<file path="src/rtl/ffha_pkg.sv">
// Shared types and constants for the first-fit heap allocator.
// Used by the controller, the datapath and the top level; depends on nothing.
package ffha_pkg;

  // Field widths fixed by the interface.
  localparam int unsigned HEAP_WORD_BITS = 13;
  localparam int unsigned OFFSET_BITS    = 16;
  localparam int unsigned COUNT_BITS     = 16;
  localparam int unsigned NWORD_BITS     = 14;
  localparam int unsigned HDR_BITS       = 15;
  localparam int unsigned SIZE_BITS      = 14;
  localparam int unsigned STATUS_BITS    = 3;

  // Request limits in bytes and the smallest usable arena in words.
  localparam int unsigned MIN_REQUEST = 14;
  localparam int unsigned MAX_REQUEST = 32762;
  localparam int unsigned MIN_HEAP    = 8;

  // Configuration register indexes.
  localparam logic CFG_HEAP_WORDS   = 1'b0;
  localparam logic CFG_ARENA_OFFSET = 1'b1;

  typedef enum logic [1:0] {
    ACT_ALLOC = 2'd0,
    ACT_FREE  = 2'd1,
    ACT_QUERY = 2'd2,
    ACT_NONE  = 2'd3
  } action_t;

  typedef enum logic [2:0] {
    ST_OK      = 3'd0,
    ST_ZERO    = 3'd1,
    ST_NOMEM   = 3'd2,
    ST_CORRUPT = 3'd3,
    ST_NOHEAP  = 3'd4
  } status_t;

  // Link memory operations that the datapath can perform.
  typedef enum logic [3:0] {
    MEM_NONE     = 4'd0,
    MEM_RD_P     = 4'd1,
    MEM_RD_Q     = 4'd2,
    MEM_WR_MERGE = 4'd3,
    MEM_WR_SPLIT = 4'd4,
    MEM_WR_TAKE  = 4'd5,
    MEM_WR_FREE  = 4'd6,
    MEM_WR_L0    = 4'd7,
    MEM_WR_L1    = 4'd8,
    MEM_WR_L2    = 4'd9,
    MEM_WR_L3    = 4'd10
  } mem_op_t;

  // Commands from the controller to the datapath.
  typedef struct packed {
    logic    load_in;
    logic    init_walk;
    logic    ld_ep;
    logic    ld_eq;
    logic    q_from_ep;
    logic    merge;
    logic    adv_p;
    logic    set_wrap;
    mem_op_t mem_op;
    logic    res_load;
    status_t res_status;
    logic    res_data;
    logic    res_size;
    logic    out_load;
  } ffha_cmd_t;

  // Status flags from the datapath to the controller.
  typedef struct packed {
    logic    relayout;
    logic    n_zero;
    action_t act;
    logic    cnt_zero;
    logic    cnt_big;
    logic    off_zero;
    logic    off_bad;
    logic    ep_busy;
    logic    q_bad;
    logic    eq_busy;
    logic    eq_next_bad;
    logic    fits;
    logic    split;
    logic    adv_fwd;
    logic    adv_over;
    logic    wrap_ok;
    logic    wrapped;
    logic    cur_hit;
    logic    walk_bad;
    logic    out_free;
  } ffha_sts_t;

endpackage

</file>
<file path="src/rtl/ffha_ctrl.sv">
// Controller state machine of the heap allocator: sequences decode, the chain
// walks, the layout writes and result delivery. Depends on ffha_pkg.
module ffha_ctrl (
  input  logic                clk,
  input  logic                rst,
  input  logic                in_valid,
  output logic                in_ready,
  input  ffha_pkg::ffha_sts_t sts,
  output ffha_pkg::ffha_cmd_t cmd
);
  import ffha_pkg::*;

  typedef enum logic [16:0] {
    S_IDLE   = 17'h00001,
    S_DECODE = 17'h00002,
    S_RDP    = 17'h00004,
    S_LDP    = 17'h00008,
    S_CHKP   = 17'h00010,
    S_MQ     = 17'h00020,
    S_LDQ    = 17'h00040,
    S_CHKQ   = 17'h00080,
    S_FIT    = 17'h00100,
    S_TAKE   = 17'h00200,
    S_ADV    = 17'h00400,
    S_WCHK   = 17'h00800,
    S_DONE   = 17'h01000,
    S_L0     = 17'h02000,
    S_L1     = 17'h04000,
    S_L2     = 17'h08000,
    S_L3     = 17'h10000
  } state_t;

  state_t state, state_next;

  // A size write in the same cycle takes precedence, so no beat is taken then.
  assign in_ready = (state == S_IDLE) && !sts.relayout;

  // State register.
  always_ff @(posedge clk) begin
    if (rst) begin
      state <= S_IDLE;
    end else begin
      state <= state_next;
    end
  end

  // Next state and datapath commands.
  always_comb begin
    state_next     = state;
    cmd            = '0;
    cmd.mem_op     = MEM_NONE;
    cmd.res_status = ST_OK;
    case (state)
      S_IDLE: begin
        if (in_valid && in_ready) begin
          cmd.load_in = 1'b1;
          state_next  = S_DECODE;
        end
      end
      S_DECODE: begin
        state_next   = S_DONE;
        cmd.res_load = 1'b1;
        case (sts.act)
          ACT_ALLOC: begin
            if (sts.n_zero) begin
              cmd.res_status = ST_NOHEAP;
            end else if (sts.cnt_zero) begin
              cmd.res_status = ST_ZERO;
            end else if (sts.cnt_big) begin
              cmd.res_status = ST_NOMEM;
            end else begin
              cmd.res_load  = 1'b0;
              cmd.init_walk = 1'b1;
              state_next    = S_RDP;
            end
          end
          ACT_FREE, ACT_QUERY: begin
            if (sts.off_zero) begin
              cmd.res_status = ST_OK;
            end else if (sts.n_zero) begin
              cmd.res_status = ST_NOHEAP;
            end else if (sts.off_bad) begin
              cmd.res_status = ST_CORRUPT;
            end else begin
              cmd.res_load  = 1'b0;
              cmd.init_walk = 1'b1;
              state_next    = S_RDP;
            end
          end
          default: begin
            cmd.res_status = ST_OK;
          end
        endcase
      end
      S_RDP: begin
        cmd.mem_op = MEM_RD_P;
        state_next = S_LDP;
      end
      S_LDP: begin
        cmd.ld_ep  = 1'b1;
        state_next = (sts.act == ACT_ALLOC) ? S_CHKP : S_WCHK;
      end
      // Allocation: a free block starts a merge run, a busy one is passed.
      S_CHKP: begin
        if (!sts.ep_busy) begin
          cmd.q_from_ep = 1'b1;
          state_next    = S_MQ;
        end else begin
          state_next = S_ADV;
        end
      end
      S_MQ: begin
        if (sts.q_bad) begin
          cmd.res_load   = 1'b1;
          cmd.res_status = ST_CORRUPT;
          state_next     = S_DONE;
        end else begin
          cmd.mem_op = MEM_RD_Q;
          state_next = S_LDQ;
        end
      end
      S_LDQ: begin
        cmd.ld_eq  = 1'b1;
        state_next = S_CHKQ;
      end
      S_CHKQ: begin
        if (sts.eq_busy) begin
          state_next = S_FIT;
        end else if (sts.eq_next_bad) begin
          cmd.res_load   = 1'b1;
          cmd.res_status = ST_CORRUPT;
          state_next     = S_DONE;
        end else begin
          cmd.mem_op = MEM_WR_MERGE;
          cmd.merge  = 1'b1;
          state_next = S_MQ;
        end
      end
      S_FIT: begin
        if (sts.fits) begin
          if (sts.split) begin
            cmd.mem_op = MEM_WR_SPLIT;
          end
          state_next = S_TAKE;
        end else begin
          state_next = S_ADV;
        end
      end
      S_TAKE: begin
        cmd.mem_op     = MEM_WR_TAKE;
        cmd.res_load   = 1'b1;
        cmd.res_status = ST_OK;
        cmd.res_data   = 1'b1;
        state_next     = S_DONE;
      end
      // Step to the next block; the wrap from the top block is allowed once.
      S_ADV: begin
        if (sts.adv_fwd) begin
          if (sts.adv_over) begin
            cmd.res_load   = 1'b1;
            cmd.res_status = ST_CORRUPT;
            state_next     = S_DONE;
          end else begin
            cmd.adv_p  = 1'b1;
            state_next = S_RDP;
          end
        end else if (!sts.wrap_ok) begin
          cmd.res_load   = 1'b1;
          cmd.res_status = ST_CORRUPT;
          state_next     = S_DONE;
        end else if (sts.wrapped) begin
          cmd.res_load   = 1'b1;
          cmd.res_status = ST_NOMEM;
          state_next     = S_DONE;
        end else begin
          cmd.adv_p    = 1'b1;
          cmd.set_wrap = 1'b1;
          state_next   = S_RDP;
        end
      end
      // Free and query: walk the chain until the header is found.
      S_WCHK: begin
        state_next = S_DONE;
        if (sts.cur_hit) begin
          cmd.res_load = 1'b1;
          if (!sts.ep_busy) begin
            cmd.res_status = ST_CORRUPT;
          end else if (sts.act == ACT_FREE) begin
            cmd.mem_op = MEM_WR_FREE;
          end else begin
            cmd.res_size = 1'b1;
          end
        end else if (sts.walk_bad) begin
          cmd.res_load   = 1'b1;
          cmd.res_status = ST_CORRUPT;
        end else begin
          cmd.adv_p  = 1'b1;
          state_next = S_RDP;
        end
      end
      S_DONE: begin
        if (sts.out_free) begin
          cmd.out_load = 1'b1;
          state_next   = S_IDLE;
        end
      end
      // Heap layout: four header writes.
      S_L0: begin
        if (sts.n_zero) begin
          state_next = S_IDLE;
        end else begin
          cmd.mem_op = MEM_WR_L0;
          state_next = S_L1;
        end
      end
      S_L1: begin
        cmd.mem_op = MEM_WR_L1;
        state_next = S_L2;
      end
      S_L2: begin
        cmd.mem_op = MEM_WR_L2;
        state_next = S_L3;
      end
      S_L3: begin
        cmd.mem_op = MEM_WR_L3;
        state_next = S_IDLE;
      end
      default: begin
        state_next = S_IDLE;
      end
    endcase
    // A write of the size register restarts the layout.
    if (sts.relayout) begin
      state_next = S_L0;
    end
  end

  // Only one item is in flight at a time.
  a_one_item: assert property (@(posedge clk) disable iff (rst)
    (in_valid && in_ready) |=> !in_ready)
    else $error("input accepted while an item is in flight");

  // A size write blocks input until the layout is written.
  a_layout_blocks: assert property (@(posedge clk) disable iff (rst)
    sts.relayout |=> !in_ready)
    else $error("input ready during heap layout");

  // A result is only loaded into a free output register.
  a_out_free: assert property (@(posedge clk) disable iff (rst)
    cmd.out_load |-> sts.out_free)
    else $error("result overwrote a waiting beat");

endmodule

</file>
<file path="config.mk">
export PLATFORM = sky130hd
export DESIGN_NAME = ffha_ctrl
export DESIGN_NICKNAME = d
export VERILOG_FILES = /design/src/rtl/ffha_pkg.sv /design/src/rtl/ffha_ctrl.sv
export SDC_FILE = /design/constraint.sdc
export NUM_CORES = 1
export LEC_CHECK = 0
export ABC_AREA = 1
export CAP_MARGIN = 25
export CORE_ASPECT_RATIO = 0.6
export CORE_MARGIN = 2
export CORE_UTILIZATION = 27
export DETAILED_ROUTE_END_ITERATION = 7
export DONT_BUFFER_PORTS = 1
export HOLD_SLACK_MARGIN = 0.06
export PLACE_DENSITY_LB_ADDON = 0.05
export SLEW_MARGIN = 0
export SYNTH_ARGS = -nofsm -noshare
export SYNTH_HDL_FRONTEND = slang
export SYNTH_SLANG_ARGS = --single-unit
export TNS_END_PERCENT = 20
</file>
<file path="constraint.sdc">
create_clock -name clk -period 1.44 [get_ports clk]
set_clock_uncertainty 0.1 [all_clocks]
set_input_delay 0 -clock clk [delete_from_list [all_inputs] [get_ports clk]]
set_output_delay 0 -clock clk [all_outputs]
set_load 0.005 [all_outputs]
</file>
Word-level counts from Yosys, hierarchy flattened
Cells that the tools add are included.
Word-level totals
  input bits: 24
  logic and storage cells: 124
  output and inout port bits: 20
  register bits after elaboration: 17
Operators by class
  reductions and logical operators: 8
  eq/ne operators: 23
  multiplexer cells: 91
Operator list (number)
  $pmux W17 S16: 1
  $mux W13: 11
  $mux W17: 6
  $pmux W4 S10: 1
  $mux W4: 9
  $mux W1: 35
  $pmux W13 S2: 1
  $mux W3: 8
  $pmux W4 S6: 1
  $mux W11: 2
  $eq A17 B1 Y1 const B: 1
  $eq A17 B10 Y1 const B: 1
  $eq A17 B11 Y1 const B: 1
  $eq A17 B12 Y1 const B: 1
  $eq A17 B13 Y1 const B: 1
  $eq A17 B14 Y1 const B: 1
  $eq A17 B15 Y1 const B: 1
  $eq A17 B16 Y1 const B: 1
  $eq A17 B17 Y1 const B: 1
  $eq A17 B2 Y1 const B: 1
  $eq A17 B3 Y1 const B: 1
  $eq A17 B4 Y1 const B: 1
  $eq A17 B5 Y1 const B: 1
  $eq A17 B6 Y1 const B: 1
  21 further kinds: 33

Longest topological paths before layout
  depth after elaboration: 6
  mapped depth: 11

Least setup slack after synthesis
No wires, ideal clock.
  path kind: reg2reg
  start point: register state[11]
  end point: register state[5]
  data arrival time: 1.404 ns
  path buffers: 1
  setup slack: -0.120 ns
  required time: 1.284 ns
  setup time: 0.056 ns
  cell stages (with the launch flop): 11
  cells stage by stage: dfxtp_1 > nor2_1 > nand2_2 > nor2_8 > nand3_4 > nor2_4 > nand2_2 > nand2_2 > buf_6 > o211ai_2 > inv_2
On the way
  word-level cells in the longest chain between the ends: 5
  elaborated cells between the ends (all ways): 22
  classes of those cells: eq/ne: 18; mux: 1; reduce/logical: 3
Ends and longest elaborated chain
  start, declared: RTL line ffha_ctrl.sv:33  | state_t state, state_next;
  start signal, assigned: RTL line ffha_ctrl.sv:43  | state <= state_next;
  $eq A17 B1 Y1: RTL line ffha_ctrl.sv:36  | assign in_ready = (state == S_IDLE) && !sts.relayout;
  $logic_and A1 B1 Y1: RTL line ffha_ctrl.sv:36
  net in_ready: RTL line ffha_ctrl.sv:7  | output logic in_ready,
  $logic_and A1 B1 Y1: RTL line ffha_ctrl.sv:55  | if (in_valid && in_ready) begin
  $ne A2 B1 Y1 (no line)
  $reduce_and A2 Y1 (no line)
The timed path passes the listed nets, and every way through them passes these cells.
A chain may end at the register's enable or synchronous reset.

==> results.py <==
metrics = {
    "detailed_routing": {
        "drt-total-wl_um": 6223,
        "vias": 2020,
        "firstDrtPassIters": 4,
        "routedWlPerCell_um": 14.21,
        "drtAntennaViolNets": 0,
        "drcViolationCount": 0,
        "drt-met1-wl_um": 3293,
        "top_layer": "met4",
        "drtIter0Drc": 115,
        "route.met2.wl_um": 2602,
        "routed-wl-met3_um": 298,
        "vias_per_cell": 4.612,
    },
    "setup_path": {
        "critical_path.slowest_cell": "dfxtp_2",
        "start_kind": "flip-flop",
        "worst_setup_path_end_kind": "primary output",
        "path_max_fanout": 6,
        "worstPathCellList": "nor2_4 -> nand2_4 -> nor2_4 -> buf_6 -> nand3_2 -> o22ai_2 -> buf_4",
        "crit_type": "reg2out",
        "crit_top_cell": "nor2_4",
        "crit_arrival_ns": 1.64,
        "crit_path_max_incr_delay_ns": 0.35,
        "crit_required_ns": 1.34,
    },
    "timing": {
        "rsz0062_at_grt": "true",
        "tightestPinTransition_ns": 0.3502,
        "relSlewSlack_pct": 76.41,
        "drv_slew": 0,
        "setup-violations-final": 35,
        "period_needed_ns": 1.745,
        "finalHoldViolCount": 0,
        "setup_slack_ns": -0.3047,
        "fmax_mhz": 573.2,
        "period_share_pct": 121.2,
    },
    "floorplan": {
        "dieArea_um2": 6521,
        "die_w_um": 102.9,
        "initial_core_util_pct": 28.19,
        "num_rows": 21,
        "core-area_um2": 5623,
        "ioPinCount": 44,
        "die_h_um": 63.36,
    },
    "synth": {
        "synthCells": 270,
        "ys_types": 33,
        "synthArstFlopShare_pct": 0,
        "netlist_area_um2": 1585,
        "post-synth-top-count-cell": "inv_1",
        "yosysSeqAreaShare_pct": 21.47,
        "yosys-top-cells-area": "dfxtp_1 21%, inv_1 15%, nand3_1 12%, nor2_1 11%, nand2_1 9.0%",
        "ys.flop_type": "dfxtp_1",
        "synth_nets": 297,
        "yosysTopAreaCell": "dfxtp_1",
        "synth_edf_count": 0,
        "ys_warn_count": 0,
        "synth-seq-cells": 17,
        "yosys.area.top_type_share_pct": 21.47,
        "synth_common_cells": "62 x inv_1, 48 x nor2_1, 38 x nand2_1, 38 x nand3_1, 17 x dfxtp_1",
        "synth_area_per_cell_um2": 5.871,
    },
    "power_and_ir_drop": {
        "powerDensity_nw_per_um2": 473.6,
        "power_mw": 1.357,
        "peakVddDrop_v": 0.0003279,
        "p_leak_nw": 1.438,
    },
    "run_status": {
        "violations": "negative setup slack",
        "outcome": "finished, violations left",
    },
    "global_routing": {
        "grt_max_degree": 10,
        "overflow": 0,
        "grt_pass1_wl_um": 10160,
        "grtUsageTotal_pct": 20.48,
        "grt_pass1_vias": 1940,
        "antenna_found_initial": 0,
    },
    "clock_network": {
        "path_clk_slew_ns": 0.08,
        "cts_buffers": 3,
        "cts_tree": "done",
        "clock_sinks": 17,
        "ctsLongestPathBuffers": 2,
        "clk_latency_ns": 0.27,
        "cts_root_buf": "clkbuf_8",
        "cts.htree.levels": 1,
    },
    "finish": {
        "top_register": "state",
        "num_antenna_cells": 0,
        "final_cell_area_um2": 2865,
        "drive_gt1_share_pct": 48.32,
        "largest_reg_flops": 17,
        "area_growth_pct": 80.74,
        "num-fill-cells": 589,
        "top_regs": "state (17)",
        "final_nets": 386,
    },
    "min_path": {
        "hold_class": "in2out",
    },
    "placement": {
        "io_buffers": 0,
        "dpl.hpwl_um": 4759,
        "placed_area_um2": 2188,
        "gp_congestion": 0.9077,
        "pre_cts_ws_ns": -0.3455,
    },
    "job": {
        "max_cap_violations": 0,
    },
}
## cells by family (layout without fill, tap and decap cells)
family                   count (synthesis)  in the layout  share of synthesized area [%]
AO/OA/AOI/OAI                           16             16                          6.867
adder cells (fa/ha/maj)                  3              3                          2.368
buffers and inverters                   67            155                          16.73
flip-flops                              17             17                          21.47
multiplexers                             1              1                         0.6314
AND/OR/NAND/NOR                        166            166                          51.93
## stage by stage
stage          hold slack (ns)  TNS, ns  util (%)  std cells
5_1_grt                0.09258   -11.12     50.96        438
3_5_place_dp          -0.06152   -5.598     38.92        409
3_3_place_gp          -0.06072   -5.782     38.92        409
4_1_cts                0.06497   -7.477     50.18        440
2_1_floorplan         -0.08157  -0.4470         -        270
6_report               0.07937   -7.882     50.96        438
## final timing paths
kind	end	cells past startpoint	slack, ns	start
max reg2reg	state[5]$_SDFFE_PP0P_	11	-0.27	state[8]$_SDFFE_PP0P_
max	cmd[12]	7	-0.30	state[0]$_SDFFE_PP1P_
min	cmd[11]	2	0.08	sts[4]
min reg2reg	state[15]$_SDFFE_PP0P_	5	0.59	state[6]$_SDFFE_PP0P_
## power by group
part           switching (mW)  leakage (nW)  internal [mW]
registers             0.00841         0.145          0.478
logic                   0.257          1.27          0.210
clock network           0.206        0.0228          0.198
total                   0.471          1.44          0.886
## final cells by class
type                       count  area, um2  area share [%]
inverter                      63      244.0           8.515
multi-input combinational    186       1349           47.07
clock buffer                   4      45.04           1.572
timing repair buffer          88      765.7           26.72
sequential                    17      361.6           12.62
tap                           80      100.1           3.493
## worst max-delay path: cells and delay by family (launching register included)
kind | cells | cell delay (ns)
AO/OA/AOI/OAI | 1 | 0.27
buffers and inverters | 2 | 0.31
AND/OR/NAND/NOR | 4 | 0.45
flip-flops | 1 | 0.35
## per-layer routing
metal,vias to the layer above,GRT usage [%]
li1,1045,-
met1,919,31.64
met2,51,29.06
met3,5,4.550
met4,0,3.289
met5,-,0
## what timing repair did
action,in CTS,in global routing
cloned,1,0
buffers inserted,12,0
setup endpoints to repair,36,36
pin swaps,22,13
hold buffers,14,0
gates resized for setup,93,17
endpoints found under the hold margin,20,0
## layout by cell type (no fill, tap or decap), types with 2 or more instances in the layout
| cell | instances |
|---|---|
| a31oi_1 | 2 |
| buf_12 | 2 |
| buf_4 | 60 |
| buf_6 | 12 |
| clkbuf_8 | 3 |
| dfxtp_2 | 17 |
| dlygate4sd3_1 | 14 |
| ha_1 | 3 |
| inv_1 | 49 |
| inv_2 | 11 |
| inv_4 | 3 |
| nand2_1 | 30 |
| nand2_2 | 4 |
| nand2_4 | 8 |
| nand3_1 | 26 |
| nand3_2 | 10 |
| nand3_4 | 3 |
| nand3b_1 | 8 |
| nand4_1 | 8 |
| nor2_1 | 31 |
| nor2_2 | 7 |
| nor2_4 | 14 |
| nor3_1 | 2 |
| nor3_4 | 3 |
| nor4_1 | 2 |
| nor4_4 | 4 |
| o2111ai_2 | 2 |
| o21ai_0 | 2 |
| o22ai_1 | 2 |
Power figures use the tool's default switching activity.
